<file path="src/rtl/swa_pkg.sv">
// shared types and constants for the spike window amplitude block
package swa_pkg;

    // field widths
    localparam int SAMPLE_W = 16;
    localparam int AMP_W    = 17;
    localparam int IDX_W    = 10;
    localparam int DIDX_W   = 11;
    localparam int MODE_W   = 2;
    localparam int CFG_IW   = 2;
    localparam int CFG_DW   = 10;
    localparam int OUT_DW   = 64;

    // measurement modes
    localparam logic [MODE_W-1:0] MODE_PEAK  = 2'd0;
    localparam logic [MODE_W-1:0] MODE_POINT = 2'd1;
    localparam logic [MODE_W-1:0] MODE_DIFF  = 2'd2;
    localparam logic [MODE_W-1:0] MODE_SPARE = 2'd3;

    // register indexes
    localparam logic [CFG_IW-1:0] REG_MODE   = 2'd0;
    localparam logic [CFG_IW-1:0] REG_FIRST  = 2'd1;
    localparam logic [CFG_IW-1:0] REG_SECOND = 2'd2;

    typedef logic signed [SAMPLE_W-1:0] t_sample;
    typedef logic signed [AMP_W-1:0]    t_amp;
    typedef logic        [IDX_W-1:0]    t_index;
    typedef logic signed [DIDX_W-1:0]   t_didx;

endpackage

</file>
<file path="src/rtl/spike_window_amplitude.sv">
// spike window amplitude measurement, top level
// a word is registered at the input, then the spike state and the result
// register are updated from the input register
// throughput: one sample per cycle, but the last sample of a spike waits in the
// input register while the result register holds a result not yet taken
// reset: synchronous active-low i_rst_n clears configuration registers, spike state and valids
module spike_window_amplitude #(
    parameter int MAX_SPIKE_LEN = 1024
) (
    input  logic                         i_clk,
    input  logic                         i_rst_n,
    // configuration write channel
    input  logic                         i_cfg_valid,
    output logic                         o_cfg_ready,
    input  logic [swa_pkg::CFG_IW-1:0]   i_cfg_index,
    input  logic [swa_pkg::CFG_DW-1:0]   i_cfg_data,
    // sample stream in
    input  logic                         i_s_tvalid,
    output logic                         o_s_tready,
    input  logic [swa_pkg::SAMPLE_W-1:0] i_s_tdata,   // [15:0] sample
    input  logic                         i_s_tlast,   // last_sample
    // result stream out
    output logic                         o_m_tvalid,
    input  logic                         i_m_tready,
    // [16:0] amplitude, [32:17] window_max, [48:33] window_min,
    // [59:49] min_minus_max_index, [63:60] zero
    output logic [swa_pkg::OUT_DW-1:0]   o_m_tdata,
    output logic                         o_m_tuser    // window_incomplete
);
    import swa_pkg::*;

    localparam int PW = $clog2(MAX_SPIKE_LEN + 1);
    localparam int CW = (PW > IDX_W) ? PW : IDX_W;
    localparam logic [CW-1:0] POS_LIMIT = CW'(MAX_SPIKE_LEN);

    // configuration registers
    logic [MODE_W-1:0] r_mode;
    t_index            r_first;
    t_index            r_second;

    // input stage
    logic    r_in_valid;
    t_sample r_sample;
    logic    r_in_last;

    // spike state
    logic [PW-1:0] r_pos;
    t_sample       r_max;
    t_sample       r_min;
    t_index        r_max_pos;
    t_index        r_min_pos;
    t_sample       r_fpv;
    logic [1:0]    r_seen;

    // result register
    logic    r_out_valid;
    t_amp    r_amp;
    t_sample r_out_max;
    t_sample r_out_min;
    t_didx   r_out_didx;
    logic    r_out_inc;

    // next values
    logic [PW-1:0] n_pos;
    t_sample       n_max;
    t_sample       n_min;
    t_index        n_max_pos;
    t_index        n_min_pos;
    t_sample       n_fpv;
    logic [1:0]    n_seen;
    t_amp          n_amp;
    t_sample       n_out_max;
    t_sample       n_out_min;
    t_didx         n_out_didx;
    logic          n_out_inc;

    logic          out_free;
    logic          stage_fire;
    logic          in_fire;
    logic [MODE_W-1:0] mode;
    logic [CW-1:0] p_ext;
    logic [CW-1:0] first_ext;
    logic [CW-1:0] second_ext;
    logic [CW-1:0] end_ext;
    logic          complete;

    // handshakes
    assign out_free    = !r_out_valid || i_m_tready;
    assign stage_fire  = r_in_valid && (!r_in_last || out_free);
    assign o_s_tready  = !r_in_valid || stage_fire;
    assign in_fire     = i_s_tvalid && o_s_tready;
    assign o_cfg_ready = 1'b1;

    // configuration writes
    always_ff @(posedge i_clk) begin
        if (!i_rst_n) begin
            r_mode   <= MODE_PEAK;
            r_first  <= '0;
            r_second <= '0;
        end else if (i_cfg_valid) begin
            unique case (i_cfg_index)
                REG_MODE:   r_mode   <= i_cfg_data[MODE_W-1:0];
                REG_FIRST:  r_first  <= i_cfg_data[IDX_W-1:0];
                REG_SECOND: r_second <= i_cfg_data[IDX_W-1:0];
                default: ;
            endcase
        end
    end

    // input register
    always_ff @(posedge i_clk) begin
        if (!i_rst_n) begin
            r_in_valid <= 1'b0;
        end else if (o_s_tready) begin
            r_in_valid <= i_s_tvalid;
        end
    end

    always_ff @(posedge i_clk) begin
        if (in_fire) begin
            r_sample  <= t_sample'(i_s_tdata);
            r_in_last <= i_s_tlast;
        end
    end

    // window compares
    assign mode       = (r_mode == MODE_SPARE) ? MODE_PEAK : r_mode;
    assign p_ext      = CW'(r_pos);
    assign first_ext  = CW'(r_first);
    assign second_ext = CW'(r_second);
    assign end_ext    = (r_second < r_first) ? first_ext : second_ext;

    // state update for the registered word
    always_comb begin
        n_pos     = r_pos;
        n_max     = r_max;
        n_min     = r_min;
        n_max_pos = r_max_pos;
        n_min_pos = r_min_pos;
        n_fpv     = r_fpv;
        n_seen    = r_seen;
        if (p_ext < POS_LIMIT) begin
            if (p_ext == first_ext) begin
                n_fpv     = r_sample;
                n_seen[0] = 1'b1;
            end
            case (mode)
                MODE_PEAK: begin
                    if (p_ext == first_ext) begin
                        n_max     = r_sample;
                        n_min     = r_sample;
                        n_max_pos = IDX_W'(p_ext);
                        n_min_pos = IDX_W'(p_ext);
                    end else if (p_ext > first_ext && p_ext <= end_ext && r_seen[0]) begin
                        if (r_sample > r_max) begin
                            n_max     = r_sample;
                            n_max_pos = IDX_W'(p_ext);
                        end else if (r_sample < r_min) begin
                            n_min     = r_sample;
                            n_min_pos = IDX_W'(p_ext);
                        end
                    end
                    if (p_ext == end_ext && n_seen[0]) begin
                        n_seen[1] = 1'b1;
                    end
                end
                MODE_DIFF: begin
                    if (p_ext == second_ext) begin
                        n_max     = r_sample;
                        n_seen[1] = 1'b1;
                    end
                end
                default: ;
            endcase
            n_pos = PW'(p_ext + CW'(1));
        end
    end

    // result for a closing word
    always_comb begin
        complete   = (mode == MODE_POINT) ? n_seen[0] : (n_seen == 2'b11);
        n_amp      = '0;
        n_out_max  = '0;
        n_out_min  = '0;
        n_out_didx = '0;
        n_out_inc  = !complete;
        if (complete) begin
            case (mode)
                MODE_PEAK: begin
                    n_amp      = t_amp'(n_max) - t_amp'(n_min);
                    n_out_max  = n_max;
                    n_out_min  = n_min;
                    n_out_didx = t_didx'({1'b0, n_min_pos}) - t_didx'({1'b0, n_max_pos});
                end
                MODE_POINT: n_amp = t_amp'(n_fpv);
                default:    n_amp = t_amp'(n_max) - t_amp'(n_fpv);
            endcase
        end
    end

    // spike state registers, cleared after the last sample
    always_ff @(posedge i_clk) begin
        if (!i_rst_n) begin
            r_pos     <= '0;
            r_max     <= '0;
            r_min     <= '0;
            r_max_pos <= '0;
            r_min_pos <= '0;
            r_fpv     <= '0;
            r_seen    <= '0;
        end else if (stage_fire) begin
            if (r_in_last) begin
                r_pos     <= '0;
                r_max     <= '0;
                r_min     <= '0;
                r_max_pos <= '0;
                r_min_pos <= '0;
                r_fpv     <= '0;
                r_seen    <= '0;
            end else begin
                r_pos     <= n_pos;
                r_max     <= n_max;
                r_min     <= n_min;
                r_max_pos <= n_max_pos;
                r_min_pos <= n_min_pos;
                r_fpv     <= n_fpv;
                r_seen    <= n_seen;
            end
        end
    end

    // result register valid
    always_ff @(posedge i_clk) begin
        if (!i_rst_n) begin
            r_out_valid <= 1'b0;
        end else if (stage_fire && r_in_last) begin
            r_out_valid <= 1'b1;
        end else if (i_m_tready) begin
            r_out_valid <= 1'b0;
        end
    end

    // result register payload
    always_ff @(posedge i_clk) begin
        if (stage_fire && r_in_last) begin
            r_amp      <= n_amp;
            r_out_max  <= n_out_max;
            r_out_min  <= n_out_min;
            r_out_didx <= n_out_didx;
            r_out_inc  <= n_out_inc;
        end
    end

    // output packing
    assign o_m_tvalid = r_out_valid;
    assign o_m_tdata  = {4'b0000, r_out_didx, r_out_min, r_out_max, r_amp};
    assign o_m_tuser  = r_out_inc;

endmodule

</file>
<file path="config.mk">
export PLATFORM = sky130hd
export DESIGN_NAME = spike_window_amplitude
export DESIGN_NICKNAME = d
export VERILOG_FILES = /design/src/rtl/swa_pkg.sv /design/src/rtl/spike_window_amplitude.sv
export SDC_FILE = /design/constraint.sdc
export NUM_CORES = 1
export LEC_CHECK = 0
export BUFFER_PORTS_ARGS = -buffer_cell sky130_fd_sc_hd__buf_2
export CAP_MARGIN = 20
export CORE_MARGIN = 1.5
export CORE_UTILIZATION = 45
export CTS_CLUSTER_DIAMETER = 150
export DETAILED_ROUTE_END_ITERATION = 6
export GPL_TIMING_DRIVEN = 0
export PLACE_DENSITY = 0.68
export SLEW_MARGIN = 20
export SYNTH_ARGS = -nofsm -noshare
export SYNTH_HDL_FRONTEND = slang
export SYNTH_SLANG_ARGS = --single-unit
</file>
<file path="constraint.sdc">
create_clock -name i_clk -period 7.72 [get_ports i_clk]
set_input_delay 0.772 -clock i_clk [delete_from_list [all_inputs] [get_ports i_clk]]
set_output_delay 0.772 -clock i_clk [all_outputs]
set_load 0.05 [all_outputs]
</file>
==> results of run 1 <==
[cells in the mapped netlist (3+ instances only)]
cell type / n / area, um^2
a211oi_1: 3 / 22.52
a21o_1: 20 / 150.1
a21oi_1: 61 / 305.3
a22oi_1: 71 / 533.0
a311oi_1: 4 / 35.03
a31oi_1: 5 / 31.28
and2_1: 16 / 100.1
and3_1: 9 / 56.30
and4_1: 5 / 43.79
buf_4: 5 / 37.54
clkbuf_1: 60 / 225.2
dfxtp_1: 105 / 2102
edfxtp_1: 78 / 2342
ha_1: 89 / 1114
inv_1: 61 / 229.0
mux2_2: 24 / 270.3
mux2i_1: 41 / 410.4
nand2_1: 117 / 439.2
nand2b_1: 9 / 56.30
nand3_1: 21 / 105.1
nand3b_1: 4 / 30.03
nand4_1: 12 / 75.07
nand4b_1: 3 / 26.28
nor2_1: 85 / 319.1
nor2b_1: 102 / 638.1
nor3_1: 8 / 40.04
nor4_1: 5 / 31.28
o211ai_1: 3 / 22.52
o21a_1: 3 / 22.52
o21ai_0: 60 / 300.3
o21ai_1: 4 / 20.02
o21bai_1: 8 / 60.06
o22ai_1: 3 / 18.77
or2_2: 3 / 18.77
or3_1: 3 / 18.77
or4_1: 3 / 22.52
xnor2_1: 9 / 78.83
xor2_1: 23 / 201.4
[registers in the layout, summed over array words and instances, names as in the netlist]
register,count
r_first,10
r_min_pos,10
r_min,16
r_amp,17
o_m_tuser,1
p_ext,11
r_fpv,16
r_sample,16
r_seen,2
r_out_didx,11
r_out_max,16
r_max_pos,10
r_second,10
r_in_last,1
r_mode,2
r_in_valid,1
r_out_min,16
o_m_tvalid,1
r_max,16
[metrics by stage]
| step | util | total power, W |
|---|---|---|
| floorplan | - | 0.001674 |
| global placement | 0.4939 | 0.001868 |
| detailed placement | 0.4959 | 0.001880 |
| CTS | 0.5253 | 0.002791 |
| global route | 0.5336 | 0.002973 |
| finish | 0.5336 | 0.002850 |
[power groups by stage]
stage | clock, W | sequential [W] | combinational [W]
final | 0.000888 | 0.00108 | 0.000883
after detailed placement | 0 | 0.00110 | 0.000781
after CTS | 0.000895 | 0.00108 | 0.000819
after floorplan | 0 | 0.00113 | 0.000546
after global placement | 0 | 0.00110 | 0.000768
after global routing | 0.000935 | 0.00108 | 0.000957
[worst max-delay path, delay by kind of cell (launching register included)]
family	cells	cell delay, ns
buf+inv	3	0.54
flops	1	0.34
compound gates	17	3.65
simple gates	7	1.25
fa+ha+maj	3	0.96
mux	1	0.21
xor+xnor	1	0.18
[logic make-up after synthesis]
| logic type | after synthesis |
|---|---|
| xor gates and xnor gates | 33 |
| AOI/OAI and AO/OA | 275 |
| and+or+nand+nor | 414 |
| buffers and inverters | 129 |
| DFF | 183 |
| adders and majority gates | 90 |
| muxes | 65 |
| other | 2 |
[final timing paths]
path / startpoint / to / slack [ns] / cells past startpoint
worst max-delay path: r_first[1] / r_amp[13] / 0.32 / 32
worst min-delay path: i_s_tdata[5] / r_sample[5] / 0.51 / 1
worst max register to register: r_first[1] / r_amp[13] / 0.32 / 32
worst min register to register: r_seen[1] / r_seen[1] / 0.52 / 2
[metal layers]
| metal | vias to the layer above | share of wire |
|---|---|---|
| li1 | 4537 | - |
| met1 | 4417 | 0.46 |
| met2 | 295 | 0.46 |
| met3 | 39 | 0.064 |
| met4 | 0 | 0.018 |
| met5 | - | 0 |
[cell type report]
type	count	share of cell area
inverter	61	0.01775
multi-input combinational	882	0.4853
clock inverter	13	0.01096
buffer	68	0.02512
sequential	183	0.3446
timing repair buffer	116	0.05053
tap	324	0.03143
clock buffer	19	0.03434
[repair_timing]
action | 4_1_cts | 5_1_grt
gates resized for setup | 29 | 30
cloned | 0 | 1
setup buffers | 4 | 13
pin swaps | 3 | 13
setup endpoints to repair | 27 | 14
==> metrics.md, run 1 <==
| Metric | Value |
|---|---|
| Crit path capture type | `flip-flop` |
| First drt pass iteration count | `5` |
| Multiplexer area fraction after synthesis | `0.06164` |
| M2 GR Usage | `0.3813` |
| Slew at the pin closest to its max-slew limit | `0.9232 ns` |
| Largest net degree at the start of global routing | `52` |
| Met1 usage | `0.3252` |
| First-pass GRT wire length | `47350 um` |
| Tmin final | `7.396 ns` |
| Setup ws final | `0.3240 ns` |
| Slew Viols, Final | `0` |
| Post-Place Worst Slack | `-1.689 ns` |
| Logic pwr share | `0.310` |
| Via Count | `~9300` |
| VDD IR max | `roughly 0.14 mV` |
| Cts hold-fix bufs | `0` |
| Synth Area in Compound Gates | `0.1683` |
| Placed instance area | `approximately 12000 um^2` |
| Pwr Density | `220.9 nW/um^2` |
| Post-layout instance area | `about 13000 um^2` |
| Area delta synth->final | `16.81%` |
| Clock power frac | `0.312` |
| Sequential cell area | `4446 um^2` |
| Switching power | `between 0.0009 and 0.001 W` |
| Post-Synth Adder-Cell Area | `0.1027` |
| XOR/XNOR Fraction of Synth Area | `0.02685` |
| Number of global-route vias before repair | `approximately 8700` |
| Crit path required time | `around 8 ns` |
| Post-Route WL | `slightly above 30000 um` |
| Rel. slew slack | `0.3780` |
| Worst setup SP type | `flip-flop` |
| Port Buffers | `96` |
| Die Y | `about 160 um` |
| CTS buffer count | `17` |
| GR met3 Demand/Resource | `0.04208` |
| Routability congestion estimate | `between 0.9 and 1` |
| Setup TNS Final | `0 ns` |
| Min-delay worst type | `primary input to flip-flop` |
| Leak Pwr | `approximately 5.2 nW` |
| Share of power burned in registers | `0.378` |
| Maximum root-to-sink buffer count | `2` |
| Slowest CP cell | `o21ai_0` |
| #FFs+latches synth | `183` |
| Synth Instances | `1191` |
| Worst-skew pair later-pin latency | `approximately 0.44 ns` |
| Top FF cell, synth | `dfxtp_1` |
| Syn Area/Cell | `roughly 9.3 um^2` |
| Number of synthesized flops with an enable pin | `around 80` |
| Post-Synthesis Cell Area | `11040 um^2` |
| CTS Root Cell | `clkbuf_16` |
| Fin cells | `approximately 1700` |
| Residual DRC count | `0` |
| Area of the multi-input gates | `approximately 6300 um^2` |
| Antenna-violating nets left | `0` |
| Tot GR Track Use | `0.2363` |
| Vias per Instance | `roughly 5.6` |
| DPL Wire Length | `22590 um` |
| Commonest non-fill, non-tap cell in the layout | `nand2_1` |
| Max Clk Rate | `around 140 MHz` |
| Die area | `approximately 25000 um^2` |
| Pint | `0.001877 W` |
| Slowest cell delay on critical path | `roughly 0.6 ns` |
| Gr ovfl total | `0` |
| Crit path DAT | `between 7 and 8 ns` |
| Clock transition at path regs | `approximately 0.070 ns` |
| Initial antenna violation count | `1` |
| Dominant combinational cell family by area after synthesis | `simple AND/OR/NAND/NOR gates` |
| Setup CP Type | `flip-flop to flip-flop` |
| Crit-path max FO | `10` |
| Sw Share | `0.3412` |
| Hold Fails Final Rpt | `0` |
| Routed length per instance | `about 18 um` |
| Inserted Diodes | `0` |
| CTS tree | `done` |
| Max cap viols | `0` |
| FP Rows | `57` |
| Simple-gate share of the synthesized area | `0.1918` |
| Initial Util | `0.4568` |
| I/O pin total | `102` |
| Status | `completed` |
| Yosys warning count | `0` |
| Placed Cells | `1616` |
| Worst hold slack | `between 0.5 and 0.6 ns` |
| Share of layout cells above drive strength 1 | `0.1669` |
| Core area | `24180 um^2` |
| FILL cells | `2173` |
| First DRT Iteration DRCs | `about 800` |
| Die X | `around 160 um` |
| Count of final setup violators | `0` |
| Post-synthesis sequential area ratio | `0.4024` |
| Clock Sinks | `183` |
| Post-synth ARST share | `0` |
| Most frequent cells in the layout | `nand2_1, dfxtp_1, nor2b_1, buf_2, ha_1` |
| Crit share post-route | `0.9580` |
| H-tree Lvls | `4` |
| Most used routing layer | `met2` |
| Synth cell types | `74` |
| Skew final | `about 0.013 ns` |
| Nets@finish | `between 1000 and 1500` |
Note: power is estimated with default switching activity, not from simulation.
==> inputs of run 2 (changes only) <==
Settings changed: CORE_ASPECT_RATIO set to 1.4, REMOVE_ABC_BUFFERS set to 1.
==> metrics.md, run 2 (synthesis gave the netlist of run 1 again) <==
| Metric | Value |
|---|---|
| Hold Fails Final Rpt | `0 (unchanged)` |
| Area delta synth->final | `15.03% (was 16.81%)` |
| Worst hold path depth | `1 (unchanged)` |
| Clock power frac | `0.302 (was 0.312)` |
| Setup CP Type | `flip-flop to flip-flop (unchanged)` |
| Via Count | `9058 (was 9288)` |
| Max Clk Rate | `136.4 MHz (was 135.2 MHz)` |
| CTS buffer count | `17 (unchanged)` |
| Die X | `135.4 um (was 159.7 um)` |
| Die area | `25500 um^2 (was 25490 um^2)` |
| CP Depth | `36 (was 32)` |
| Crit-path max FO | `7 (was 10)` |
| Pwr Density | `218.9 nW/um^2 (was 220.9 nW/um^2)` |
| Initial Util | `0.4590 (was 0.4568)` |
| Unrepaired setup endpoints after global routing | `yes` |
| Slew at the pin closest to its max-slew limit | `1.122 ns (was 0.9232 ns)` |
| CTS tree | `done (unchanged)` |
| Antenna-violating nets left | `0 (unchanged)` |
| Number of buffers and inverters on the critical path | `3 (unchanged)` |
| Fin cells | `1592 (was 1666)` |
| Residual DRC count | `0 (unchanged)` |
| Crit share post-route | `0.9499 (was 0.9580)` |
| Post-Place Worst Slack | `-0.4501 ns (was -1.689 ns)` |
| Biggest register | `r_amp (unchanged)` |
| Pint | `0.001809 W (was 0.001877 W)` |
| Count of final setup violators | `0 (unchanged)` |
| Max reg flops | `17 (unchanged)` |
| VDD IR max | `0.1894 mV (was 0.1414 mV)` |
| Nets@finish | `1393 (was 1453)` |
| Slew Viols, Final | `0 (unchanged)` |
| Largest net degree at the start of global routing | `96 (was 52)` |
| Initial antenna violation count | `0 (was 1)` |
| Inserted Diodes | `0 (unchanged)` |
| Routability congestion estimate | `0.8572 (was 0.9263)` |
| Commonest non-fill, non-tap cell in the layout | `nand2_1 (unchanged)` |
| Clock Sinks | `183 (unchanged)` |
| Slowest cell delay on critical path | `0.46 ns (was 0.61 ns)` |
| First drt pass iteration count | `5 (unchanged)` |
| Share of layout cells above drive strength 1 | `0.1755 (was 0.1669)` |
| Slowest CP cell | `or4b_1 (was o21ai_0)` |
| Port Buffers | `96 (unchanged)` |
| Vias per Instance | `5.690 (was 5.575)` |
| Switching power | `0.0009713 W (was 0.0009725 W)` |
| Tot GR Track Use | `0.2267 (was 0.2363)` |
| Crit path required time | `7.92 ns (was 7.89 ns)` |
| Skew final | `0.01042 ns (was 0.01284 ns)` |
| Die Y | `188.4 um (was 159.7 um)` |
| Crit path DAT | `7.53 ns (was 7.57 ns)` |
| Leak Pwr | `5.170 nW (was 5.240 nW)` |
| Gr ovfl total | `0 (unchanged)` |
| H-tree Lvls | `4 (unchanged)` |
| Crit path capture type | `flip-flop (unchanged)` |
| First-pass GRT wire length | `44750 um (was 47350 um)` |
| Setup ws final | `0.3869 ns (was 0.3240 ns)` |
| Routed length per instance | `17.74 um (was 18.18 um)` |
| Number of global-route vias before repair | `8799 (was 8711)` |
| Cell count of the worst reg-to-reg path | `36 (was 32)` |
| First DRT Iteration DRCs | `515 (was 803)` |
| Placed Cells | `1542 (was 1616)` |
| FP Rows | `67 (was 57)` |
| Sw Share | `0.3493 (was 0.3412)` |
| Min-delay worst type | `primary input to flip-flop (unchanged)` |
| Post-Route WL | `28240 um (was 30280 um)` |
| Worst-skew pair later-pin latency | `0.45 ns (was 0.44 ns)` |
| Status | `completed (unchanged)` |
| Most frequent cells in the layout | `nand2_1, dfxtp_1, nor2b_1, buf_2, ha_1 (unchanged)` |
| Rel. slew slack | `0.2516 (was 0.3780)` |
| Max cap viols | `0 (unchanged)` |
| Worst setup SP type | `flip-flop (unchanged)` |
| Maximum root-to-sink buffer count | `2 (unchanged)` |
| DPL Wire Length | `19960 um (was 22590 um)` |
| Tmin final | `7.333 ns (was 7.396 ns)` |
| Core area | `24060 um^2 (was 24180 um^2)` |
| Share of power burned in registers | `0.387 (was 0.378)` |
| Clock transition at path regs | `0.08 ns (was 0.07 ns)` |
| I/O pin total | `102 (unchanged)` |
| CP delay by family, top | `compound AO/OA/AOI/OAI gates (unchanged)` |
| CTS Root Cell | `clkbuf_16 (unchanged)` |
| Logic pwr share | `0.311 (was 0.310)` |
[run 2: power groups by stage]
stage / clock, W / combinational (W) / sequential, W
after floorplan: 0 / 0.000524 / 0.00113
after global placement: 0 / 0.000748 / 0.00110
after detailed placement: 0 / 0.000796 / 0.00110
after CTS: 0.000859 / 0.000813 / 0.00108
after global routing: 0.000897 / 0.000938 / 0.00108
final: 0.000839 / 0.000864 / 0.00108
[run 2: final timing paths]
check / startpoint / endpoint / slack (ns)
hold reg to reg: r_seen[1] / r_seen[1] / 0.50
setup reg to reg: r_first[1] / r_amp[15] / 0.39
setup / recovery: r_first[1] / r_amp[15] / 0.39
hold / removal: i_s_tlast / r_in_last / 0.49
[run 2: what timing repair did]
item,CTS,global route
gates resized for setup,1,23
cloned,1,1
hold endpoints to repair,0,0
hold buffers,0,0
pin swaps,2,12
buffers inserted,3,13
endpoints found under the setup margin,15,15
[run 2: layout make-up]
cell class                 instances  area, um^2
clock buffer                      17       425.4
fill                            2196       11360
clock inverter                    15       135.1
timing repair buffer             123       802.0
inverter                          61       229.0
multi-input combinational        883        6279
sequential                       183        4446
tap                              310       387.9
[run 2: routing by layer]
metal | vias up | global-route usage | share of wire
met5 | - | 0 | 0
met3 | 72 | 0.03955 | 0.042
met2 | 239 | 0.4074 | 0.51
met1 | 4345 | 0.2435 | 0.39
li1 | 4402 | - | -
met4 | 0 | 0.1402 | 0.057
[run 2: metrics by stage]
step / util / hold slack [ns] / TNS [ns] / power [W] / cell area, um^2
after CTS: 0.5203 / 0.4739 / 0 / 0.002749 / 12520
after global placement: 0.4841 / 0.4765 / -135.83 / 0.001847 / 11650
after global routing: 0.5280 / 0.4773 / -0.06733 / 0.002915 / 12700
after detailed placement: 0.4949 / 0.4863 / -2.844 / 0.001895 / 11910
after floorplan: - / 0.4696 / -13.95 / 0.001654 / 10780
final: 0.5280 / 0.4895 / 0 / 0.002781 / 12700
[run 2: worst register-to-register path, delay by kind of cell, from the launching register on]
family / cells / cell delay (ns)
and+or+nand+nor: 12 / 1.91
muxes: 1 / 0.23
DFF: 1 / 0.35
adders and majority gates: 3 / 0.91
AOI/OAI and AO/OA: 17 / 3.33
buffers and inverters: 3 / 0.36
